--- src/hw/rtl/mal_pkg.sv ---
// ----------------------------------------------------------------------------
// mal_pkg
// Shared types and codes for the most-recently-used address list.
// ----------------------------------------------------------------------------
package mal_pkg;

    localparam int ADDR_W   = 48;
    localparam int OPCODE_W = 2;
    localparam int STATUS_W = 2;
    localparam int POS_W    = 3;
    localparam int COUNT_W  = 4;
    localparam int IN_DATA_W  = 56;
    localparam int OUT_DATA_W = 16;

    localparam logic [OPCODE_W-1:0] OP_UPDATE = 2'd0;
    localparam logic [OPCODE_W-1:0] OP_REMOVE = 2'd1;
    localparam logic [OPCODE_W-1:0] OP_LOOKUP = 2'd2;

    localparam logic [STATUS_W-1:0] ST_OK        = 2'd0;
    localparam logic [STATUS_W-1:0] ST_NOT_FOUND = 2'd1;
    localparam logic [STATUS_W-1:0] ST_CAP_ZERO  = 2'd2;

    localparam logic [COUNT_W-1:0] CAPACITY_RESET = 4'd8;

    // what a cell loads at the end of an operation
    typedef enum logic [2:0] {
        CELL_HOLD,
        CELL_LOAD,
        CELL_PREV,
        CELL_NEXT,
        CELL_CLEAR
    } cell_op_t;

    typedef enum logic [1:0] {
        S_IDLE,
        S_CMP,
        S_UPD
    } state_t;

endpackage

--- src/hw/rtl/mru_address_list.sv ---
// ----------------------------------------------------------------------------
// mru_address_list
// Most-recently-used list of 48-bit device addresses built as a row of cells.
// ----------------------------------------------------------------------------
// A transaction is accepted in the idle state. In the compare state every cell
// compares its stored address; in the update state the first match is found
// and the affected cells load at once from a neighbour or the new address. The
// next transaction is taken in the cycle after the update, so a new item is only
// taken once the last one is through; a stalled result holds the update cycle
// until the output register is free. Update moves or inserts an address at the
// front, remove deletes it and closes the gap, lookup reports its position.
// Capacity is written through capacity_we/capacity_wdata; the user must write
// it only while the block is idle, which the block itself does not enforce;
// values above MAX_ENTRIES act as MAX_ENTRIES.
module mru_address_list
    import mal_pkg::*;
#(
    parameter int MAX_ENTRIES = 8
)
(
    input  logic                  clk,
    input  logic                  rst_n,
    input  logic                  capacity_we,
    input  logic [COUNT_W-1:0]    capacity_wdata,
    input  logic                  s_axis_tvalid,
    output logic                  s_axis_tready,
    // opcode [1:0], address [49:2], zero [55:50]
    input  logic [IN_DATA_W-1:0]  s_axis_tdata,
    output logic                  m_axis_tvalid,
    input  logic                  m_axis_tready,
    // status [1:0], position [4:2], found [5], link_count [9:6], zero [15:10]
    output logic [OUT_DATA_W-1:0] m_axis_tdata
);

    localparam int IW = (MAX_ENTRIES > 1) ? $clog2(MAX_ENTRIES) : 1;
    localparam int NW = $clog2(MAX_ENTRIES + 1);
    localparam int KW = (NW > COUNT_W) ? NW : COUNT_W;

    state_t state_reg;
    state_t state_next;

    logic [COUNT_W-1:0]  capacity_reg;
    logic [NW-1:0]       linked_count_reg;
    logic [NW-1:0]       linked_count_next;
    logic [OPCODE_W-1:0] opcode_reg;
    logic [ADDR_W-1:0]   addr_reg;

    logic                  out_valid_reg;
    logic [OUT_DATA_W-1:0] out_data_reg;
    logic [OUT_DATA_W-1:0] out_data_next;

    logic in_fire;
    logic cmp_en;
    logic upd_go;

    logic [KW-1:0]          cap_ext;
    logic [NW-1:0]          n_used;
    logic [MAX_ENTRIES-1:0] match_vec;
    logic [MAX_ENTRIES-1:0] hit_vec;
    logic                   hit;
    logic [IW-1:0]          pos;
    logic [STATUS_W-1:0]    status;

    logic [ADDR_W-1:0] cell_data [MAX_ENTRIES];
    cell_op_t          cell_op   [MAX_ENTRIES];

    // ---------------------------------------------------------------- control
    assign in_fire = s_axis_tvalid && s_axis_tready;
    assign cmp_en  = (state_reg == S_CMP);
    assign upd_go  = (state_reg == S_UPD) && (!out_valid_reg || m_axis_tready);

    always_comb
    begin
        state_next = state_reg;
        unique case (state_reg)
            S_IDLE:  if (s_axis_tvalid) state_next = S_CMP;
            S_CMP:   state_next = S_UPD;
            S_UPD:   if (upd_go) state_next = S_IDLE;
            default: state_next = S_IDLE;
        endcase
    end

    always_comb
    begin
        s_axis_tready = (state_reg == S_IDLE);
    end

    always_ff @(posedge clk or negedge rst_n)
    begin
        if (!rst_n)
        begin
            state_reg <= S_IDLE;
        end
        else
        begin
            state_reg <= state_next;
        end
    end

    always_ff @(posedge clk)
    begin
        if (in_fire)
        begin
            opcode_reg <= s_axis_tdata[OPCODE_W-1:0];
            addr_reg   <= s_axis_tdata[OPCODE_W +: ADDR_W];
        end
    end

    always_ff @(posedge clk or negedge rst_n)
    begin
        if (!rst_n)
        begin
            capacity_reg <= CAPACITY_RESET;
        end
        else if (capacity_we)
        begin
            capacity_reg <= capacity_wdata;
        end
    end

    // cells in use is min(capacity, depth)
    always_comb
    begin
        cap_ext = KW'(capacity_reg);
        if (cap_ext > KW'(MAX_ENTRIES))
        begin
            n_used = NW'(MAX_ENTRIES);
        end
        else
        begin
            n_used = NW'(cap_ext);
        end
    end

    // ------------------------------------------------------------ first match
    always_comb
    begin
        for (int i = 0; i < MAX_ENTRIES; i++)
        begin
            hit_vec[i] = match_vec[i] && (NW'(i) < n_used);
        end
    end

    always_comb
    begin
        pos = '0;
        for (int i = MAX_ENTRIES - 1; i >= 0; i--)
        begin
            if (hit_vec[i])
            begin
                pos = IW'(i);
            end
        end
        hit = |hit_vec;
    end

    // ------------------------------------------------------- per-cell control
    always_comb
    begin
        for (int i = 0; i < MAX_ENTRIES; i++)
        begin
            cell_op[i] = CELL_HOLD;
            if (upd_go)
            begin
                priority if (opcode_reg == OP_UPDATE)
                begin
                    if (hit)
                    begin
                        if (i == 0)
                            cell_op[i] = CELL_LOAD;
                        else if (IW'(i) <= pos)
                            cell_op[i] = CELL_PREV;
                    end
                    else if (n_used != '0)
                    begin
                        if (i == 0)
                            cell_op[i] = CELL_LOAD;
                        else if (NW'(i) < n_used)
                            cell_op[i] = CELL_PREV;
                    end
                end
                else if (opcode_reg == OP_REMOVE)
                begin
                    if (hit && (IW'(i) >= pos))
                    begin
                        if (NW'(i + 1) < n_used)
                            cell_op[i] = CELL_NEXT;
                        else if (NW'(i + 1) == n_used)
                            cell_op[i] = CELL_CLEAR;
                    end
                end
                else
                begin
                    // lookup and the unused code leave every cell alone
                    cell_op[i] = CELL_HOLD;
                end
            end
        end
    end

    // ------------------------------------------------------------- cell chain
    for (genvar g = 0; g < MAX_ENTRIES; g++)
    begin : g_cell
        logic [ADDR_W-1:0] prev_d;
        logic [ADDR_W-1:0] next_d;

        if (g == 0)
        begin : g_first
            assign prev_d = addr_reg;
        end
        else
        begin : g_mid_prev
            assign prev_d = cell_data[g-1];
        end

        if (g == MAX_ENTRIES - 1)
        begin : g_last
            assign next_d = '0;
        end
        else
        begin : g_mid_next
            assign next_d = cell_data[g+1];
        end

        mal_cell u_cell (
            .clk       (clk),
            .rst_n     (rst_n),
            .cmp_en    (cmp_en),
            .addr      (addr_reg),
            .cell_op   (cell_op[g]),
            .prev_data (prev_d),
            .next_data (next_d),
            .data      (cell_data[g]),
            .match     (match_vec[g])
        );
    end

    // ------------------------------------------------------ count and result
    always_comb
    begin
        linked_count_next = linked_count_reg;
        status            = ST_OK;
        unique case (opcode_reg)
            OP_UPDATE:
            begin
                if (!hit)
                begin
                    if (n_used == '0)
                        status = ST_CAP_ZERO;
                    else if (linked_count_reg < n_used)
                        linked_count_next = linked_count_reg + NW'(1);
                end
            end
            OP_REMOVE:
            begin
                if (hit)
                begin
                    if (linked_count_reg != '0)
                        linked_count_next = linked_count_reg - NW'(1);
                end
                else
                begin
                    status = ST_NOT_FOUND;
                end
            end
            default:
            begin
                // lookup, and the unused code behaves the same
                if (!hit)
                    status = ST_NOT_FOUND;
            end
        endcase

        out_data_next = '0;
        out_data_next[1:0] = status;
        out_data_next[4:2] = hit ? POS_W'(pos) : '0;
        out_data_next[5]   = hit;
        out_data_next[9:6] = COUNT_W'(linked_count_next);
    end

    always_ff @(posedge clk or negedge rst_n)
    begin
        if (!rst_n)
        begin
            linked_count_reg <= '0;
            out_valid_reg    <= 1'b0;
        end
        else
        begin
            if (upd_go)
            begin
                linked_count_reg <= linked_count_next;
                out_valid_reg    <= 1'b1;
            end
            else if (m_axis_tready)
            begin
                out_valid_reg <= 1'b0;
            end
        end
    end

    always_ff @(posedge clk)
    begin
        if (upd_go)
        begin
            out_data_reg <= out_data_next;
        end
    end

    assign m_axis_tvalid = out_valid_reg;
    assign m_axis_tdata  = out_data_reg;

`ifndef SYNTHESIS
    a_result_after_update: assert property (@(posedge clk) disable iff (!rst_n)
        $rose(m_axis_tvalid) |-> $past(state_reg == S_UPD))
        else $error("result appeared without an update cycle");

    a_accept_starts_compare: assert property (@(posedge clk) disable iff (!rst_n)
        in_fire |=> (state_reg == S_CMP))
        else $error("accepted transaction did not enter compare");

    a_count_in_range: assert property (@(posedge clk) disable iff (!rst_n)
        linked_count_reg <= NW'(MAX_ENTRIES))
        else $error("link count above depth");

    a_fail_not_found: assert property (@(posedge clk) disable iff (!rst_n)
        (upd_go && (status != ST_OK)) |-> !hit)
        else $error("error status with a hit");
`endif

endmodule

--- src/hw/rtl/mal_cell.sv ---
// ----------------------------------------------------------------------------
// mal_cell
// One list cell: holds an address, compares it and loads the new address, a neighbour's or zero.
// ----------------------------------------------------------------------------
module mal_cell
    import mal_pkg::*;
(
    input  logic              clk,
    input  logic              rst_n,
    input  logic              cmp_en,
    input  logic [ADDR_W-1:0] addr,
    input  cell_op_t          cell_op,
    input  logic [ADDR_W-1:0] prev_data,
    input  logic [ADDR_W-1:0] next_data,
    output logic [ADDR_W-1:0] data,
    output logic              match
);

    logic [ADDR_W-1:0] data_reg;
    logic [ADDR_W-1:0] data_next;
    logic              match_reg;

    always_comb
    begin
        unique case (cell_op)
            CELL_HOLD:  data_next = data_reg;
            CELL_LOAD:  data_next = addr;
            CELL_PREV:  data_next = prev_data;
            CELL_NEXT:  data_next = next_data;
            CELL_CLEAR: data_next = '0;
            default:    data_next = data_reg;
        endcase
    end

    always_ff @(posedge clk or negedge rst_n)
    begin
        if (!rst_n)
        begin
            data_reg <= '0;
        end
        else
        begin
            data_reg <= data_next;
        end
    end

    always_ff @(posedge clk)
    begin
        if (cmp_en)
        begin
            match_reg <= (data_reg == addr);
        end
    end

    assign data  = data_reg;
    assign match = match_reg;

endmodule

--- config.mk ---
export PLATFORM = sky130hd
export DESIGN_NAME = mru_address_list
export DESIGN_NICKNAME = d
export VERILOG_FILES = /design/src/hw/rtl/mal_pkg.sv /design/src/hw/rtl/mru_address_list.sv /design/src/hw/rtl/mal_cell.sv
export SDC_FILE = /design/constraint.sdc
export NUM_CORES = 1
export LEC_CHECK = 0
export BUFFER_PORTS_ARGS = -buffer_cell sky130_fd_sc_hd__buf_2
export CORE_MARGIN = 10
export CORE_UTILIZATION = 44
export DETAILED_ROUTE_END_ITERATION = 8
export GPL_ROUTABILITY_DRIVEN = 0
export GPL_TIMING_DRIVEN = 0
export SLEW_MARGIN = 15
export SYNTH_ARGS = -nofsm -noshare
export SYNTH_HDL_FRONTEND = slang
export SYNTH_HIERARCHICAL = 1
export SYNTH_SLANG_ARGS = --single-unit
--- constraint.sdc ---
create_clock -name clk -period 3.6 [get_ports clk]
set_input_delay 0.72 -clock clk [delete_from_list [all_inputs] [get_ports clk]]
set_output_delay 0.72 -clock clk [all_outputs]
set_load 0.01 [all_outputs]
# [Word level (Yosys, flattened, before mapping)]
# Index checks and enable logic that the tools add are counted.
[classes] reduce_logical=38 n_eq_ne=53 magnitude_cmp=26 n_mux=110 addsub=2
[ops] cell="48-bit one-hot mux with 4 select lines" n=6
[ops] cell="48-bit == test" n=8
[ops] cell="48-bit one-hot mux with 3 select lines" n=2
[ops] cell="3-bit 2-to-1 mux" n=63
[ops] cell="2-bit 2-to-1 mux" n=26
[ops] cell="3-bit by 2-bit == test with 1-bit output (second input constant)" n=16
[ops] cell="4-bit nonzero test" n=8
[ops] cell="3-bit by 1-bit == test with 1-bit output (second input constant)" n=8
[ops] cell="3-bit == test (second input constant)" n=8
[ops] cell="4-bit 2-to-1 mux" n=6
[ops] cell="1-bit logical AND" n=18
[ops] cell="3-bit by 4-bit == test with 1-bit output (first input constant)" n=4
[ops] cell="3-bit by 4-bit < comparator with 1-bit output (first input constant)" n=4
[ops] cell="3-bit greater-or-equal comparator (first input constant)" n=4
[ops] cell="3-bit <= comparator (first input constant)" n=4
[ops] cell="2-bit by 4-bit == test with 1-bit output (first input constant)" n=2
[ops] cell="1-bit by 4-bit < comparator with 1-bit output (first input constant)" n=2
[ops] cell="2-bit by 4-bit < comparator with 1-bit output (first input constant)" n=2
[ops] cell="4-bit one-hot mux with 2 select lines" n=1
[ops] cell="8-bit OR reduction" n=1
[ops] cell="1-bit by 3-bit greater-or-equal comparator with 1-bit output (first input constant)" n=2
[ops] cell="2-bit by 3-bit greater-or-equal comparator with 1-bit output (first input constant)" n=2
[ops] cell="2-bit by 3-bit <= comparator with 1-bit output (first input constant)" n=2
[ops] cell="2-bit one-hot mux with 3 select lines" n=1
[ops] cell="other kinds (20)" n=29
[word_totals] regBits=463 wordCells=253 input_bits=65 output_inout_bits=18

# [Longest topological paths before layout]
[logic_depth] depth_word=21 ltp_mapped=13 ltp_nobuf=9

# [Cells and area by module]
# Netlist, hierarchy kept.
[by_module_without_submodules] module="mal_cell" n_inst=8 seq_area_each_um2=1231.2 area_each_um2=4090.2 cells_each=392
[by_module_without_submodules] module="mru_address_list" n_inst=1 seq_area_each_um2=2078.2 area_each_um2=3306.9 cells_each=265

# [Least setup slack after synthesis]
# Ideal clock, no wire load.
[synth_path] path_kind="register to register" startpoint="register capacity_reg[3], in the netlist cap_ext[3]" endpoint="register g_cell[3].u_cell.data_reg[18]" required_time_ps=3465 t_arrival_ps=2591 setup_ps=135 path_slack_ps=873 path_stages_with_launch=13 path_buffers=5 synth_period_minus_slack_ps=2727 cell_sequence="dfstp_2 buf_2 o22ai_1 nand4_2 clkbuf_1 a21boi_0 a2111oi_0 buf_4 nor2_4 buf_6 buf_4 a211oi_1 a221oi_2"
[synth_rtl] element="start, declared" line_no="mru_address_list.sv:42" text="logic [COUNT_W-1:0] capacity_reg;"
[synth_rtl] element="start signal, assigned" line_no="mru_address_list.sv:117" text="capacity_reg <= capacity_wdata;"
[synth_rtl] element="end signal, assigned" line_no="mal_cell.sv:43" text="data_reg <= data_next;"
[synth_rtl] element="end, declared" line_no="mal_cell.sv:19" text="logic [ADDR_W-1:0] data_reg;"

==> run_results.csv <==
group,metric,value,unit
outcome,status,"finished with violations",
outcome,violations,"setup timing",
sta,fin_skew,41.1,ps
sta,rsz0062_at_grt,"true",
sta,slew_viol_final,0,
floorplan,die_h,306,um
min_path,min_path_type,"in -> async",
placement,dp_cells,4593,
drt,routed_wl,127,mm
critical_path,crit_path_max_incr_delay,420,ps
drt,avgViaCountPerCell,6.17,
clocking,clkTransAtPathRegs,60,ps
drt,remaining_drc_errors,0,
synth,synth-compound-area-share,0.321,
synth,synth_ff_type,"dfrtp_1",
critical_path,worst_path_most_repeated_cell,"buf_2",
synth,ys_ff_latch,463,
sta,setup_viol,40,
synth,synth_edf_count,68,
synth,synth_xor_area_frac,0.0943,
drt,drt-initial-drc-count,3124,
critical_path,setup.worst_path.class,"reg -> reg",
floorplan,die_x,306,um
drt,via_count,29100,
synth,synth_cells,3401,
critical_path,cpMaxStageDelayCell,"dfrtp_1",
critical_path,worst-endpoint-required,4110,ps
synth,yosysTopAreaCell,"dfrtp_1",
grt,grt_pass1_wl,190,mm
clocking,cts_made_buffers,58,
pwr,p_per_area,695,mW/mm2
finish,finalNonFillerCells,4712,
floorplan,initial_core_util,0.446,
grt,grt_pass1_vias,29500,
critical_path,r2r_slack,-110,ps
synth,synth-simple-area-share,0.0398,
drt,drt_first_pass_iters,7,
floorplan,num_rows,104,
critical_path,cp_cell_sequence,"buf_2 > a21oi_1 > a211o_1 > a221o_1 > inv_2 > nor3_2 > a21o_2 > nor2b_2 > buf_2 > buf_2 > a221oi_2",
clocking,cts_sinks,463,
critical_path,arrival,4220,ps
clocking,clock_latency,650,ps
clocking,clk_path_buf_depth,3,
finish,largest_register_ffs,384,
sta,max_slew_margin,0.207,
synth,synth_cell_types,71,
synth,synthArstFlopShare,0.853,
sta,worstMarginPinSlew,1190,ps
sta,final_hold_viol_count,0,
critical_path,cp_max_fo,10,
clocking,h-tree-depth,2,
pwr,power.leakage,16.5,nW
floorplan,io_pins,83,
grt,grtUsageTotal,0.261,
synth,synth.top_cell.area_share,0.274,
pwr,ir_drop,0.371,mV
floorplan,dieArea,0.0937,mm2
synth,synth_seq_area_share,0.331,
drt,ant_nets,0,
critical_path,cp_num_buf_inv,4,
finish,syn_to_final_growth,11.3,%
placement,dpl.hpwl,98.0,mm
synth,avgSynthCellArea,10.6,um2
clocking,cts_tree,"built",
sta,fin_ws,-112,ps
finish,utilization,0.496,
critical_path,crit_path_end_kind,"flip-flop",
synth,synth_top_family_by_area,"compound AO/OA/AOI/OAI gates",
drt,wire_per_inst,27.0,um
clocking,root_buffer,"clkbuf_16",
synth,synth_adder_area_share,0.00174,
synth,synth_area_leaders,"dfrtp_1, a221oi_2, mux2i_1, xor2_1, a211oi_1",
synth,synthMuxAreaShare,0.109,
synth,synthesis.area,0.0360,mm2
sta,fin_crit,3710,ps
placement,io_buffers,70,
critical_path,cp_top_family,"compound AO/OA/AOI/OAI gates",
sta,timing.final.crit_share,1.03,
synth,yosys_warnings,6,
grt,grt_max_degree,95,
grt,gr-total-overflow,0,
floorplan,design.core.area,0.0808,mm2
finish,fin_nets,3669,
sta,maxClockFrequency,269,MHz
critical_path,start_kind,"flip-flop",
grt,antenna_found_initial,1,
finish,drive_gt1_frac,0.217,
flow_run,cap_violations,0,
clocking,ctsHoldBuffers,0,
cell type report:
cell class                      instances  area, um2
Clock inverter                         22        233
Fill cell                            7635      40700
Tap cell                             1060       1330
Multi-Input combinational cell       2287      20600
Timing Repair Buffer                   81        548
Sequential cell                       463      11900
Clock buffer                           86       1680
Antenna cell                            5       12.5
Buffer                                312       2240
Inverter                              396       1490
routing by layer:
metal / up-vias / share of wire / GRT usage
met3: 142 / 0.10 / 0.0873
met5: - / 0.000094 / 0
met2: 1002 / 0.43 / 0.395
li1: 13200 / - / -
met1: 14800 / 0.45 / 0.361
met4: 2 / 0.016 / 0.0479
cells in the mapped netlist, drive strengths merged, types with 2 or more instances:
cell type / instances
o2bb2ai: 2
nand2b: 4
a21oi: 11
nor4b: 2
or4: 2
a21boi: 2
nor2b: 14
nand3: 5
or2: 2
a211oi: 385
nand3b: 2
nand4: 25
inv: 396
a21o: 3
o22ai: 3
mux2: 5
ha: 5
nor3: 22
buf: 282
a221oi: 384
o31ai: 4
clkbuf: 30
o211ai: 5
o21a: 385
xnor2: 3
o21ai: 5
nand2: 22
mux2i: 385
nor2: 30
o32ai: 3
o2bb2a: 2
xor2: 385
and3: 4
dfrtp: 394
edfxtp: 68
nor4: 100
a211o: 3
and2: 2
final timing paths:
check / start / endpoint / depth (start not counted)
max: cap_ext[1] / g_cell[0].u_cell/data[27] / 11
max reg2reg: cap_ext[1] / g_cell[0].u_cell/data[27] / 11
min: rst_n / g_cell[7].u_cell/data[35] / 1
max in group asynchronous: rst_n / g_cell[0].u_cell/data[26] / 3
min in group clk: s_axis_tdata[48] / addr_reg[46] / 1
min reg2reg: state_reg[1] / m_axis_tvalid / 2
kinds of logic after synthesis:
| logic type | count (synthesis) |
|---|---|
| compound gates | 1209 |
| buf+inv | 708 |
| mux | 390 |
| fa+ha+maj | 5 |
| simple gates | 237 |
| xor+xnor | 388 |
| other cells | 1 |
| flops | 463 |
cells in the final DEF, fill, tap and decap left out, types with 4 or more instances in the layout:
| cell | netlist | routed |
|---|---|---|
| clkinv_2 | 0 | 7 |
| clkbuf_16 | 0 | 59 |
| clkbuf_1 | 30 | 44 |
| clkinv_1 | 0 | 8 |
| mux2i_1 | 385 | 385 |
| buf_12 | 32 | 34 |
| a221oi_1 | 64 | 64 |
| a21oi_1 | 11 | 10 |
| nor2_4 | 8 | 9 |
| a211oi_1 | 385 | 385 |
| and3_1 | 4 | 4 |
| o21a_1 | 385 | 385 |
| nor3_1 | 22 | 19 |
| edfxtp_1 | 68 | 68 |
| a221oi_2 | 320 | 320 |
| nand2_1 | 22 | 22 |
| inv_1 | 394 | 393 |
| conb_1 | 1 | 58 |
| xor2_1 | 385 | 385 |
| buf_1 | 16 | 16 |
| o21ai_0 | 4 | 4 |
| o211ai_1 | 5 | 5 |
| nand2b_1 | 4 | 4 |
| nor2b_2 | 8 | 8 |
| nand4_1 | 24 | 24 |
| bufinv_16 | 0 | 5 |
| buf_8 | 8 | 9 |
| buf_2 | 172 | 239 |
| ha_1 | 5 | 5 |
| nor4_1 | 98 | 98 |
| buf_6 | 8 | 8 |
| nor2_1 | 21 | 19 |
| nand3_1 | 5 | 5 |
| buf_4 | 46 | 51 |
| clkbuf_8 | 0 | 10 |
| dfrtp_1 | 394 | 394 |
| nor2b_1 | 6 | 6 |
| diode_2 | 0 | 5 |
| buf_16 | 0 | 4 |
per-stage QoR:
stage | worst slack (ps) | TNS (ps) | cell area, um2 | total power [W] | hold slack [ps]
final | -112 | -2290 | 40100 | 0.0279 | 32.5
after global routing | -144 | -5120 | 40100 | 0.0292 | 66.0
after CTS | 4.54 | 0 | 40000 | 0.0276 | 55.4
after detailed placement | -745 | -55600 | 38100 | 0.0214 | 520
after global placement | -7030 | -2814240 | 37900 | 0.0213 | 512
after floorplan | 873 | 0 | 36200 | 0.0173 | 424
where the power goes:
part	switching, W	internal (W)	leakage [nW]
Sequential	0.00402	0.00739	5.44
Combinational	0.00609	0.00436	10.2
Clock	0.00246	0.00355	0.938
what timing repair did:
item | 4_1_cts | 5_1_grt
pin swaps | 0 | 1
setup buffers | 0 | 6
endpoints found under the setup margin | 149 | 169
resized for setup | 8 | 9
Note: power is estimated with default switching activity, not from simulation.
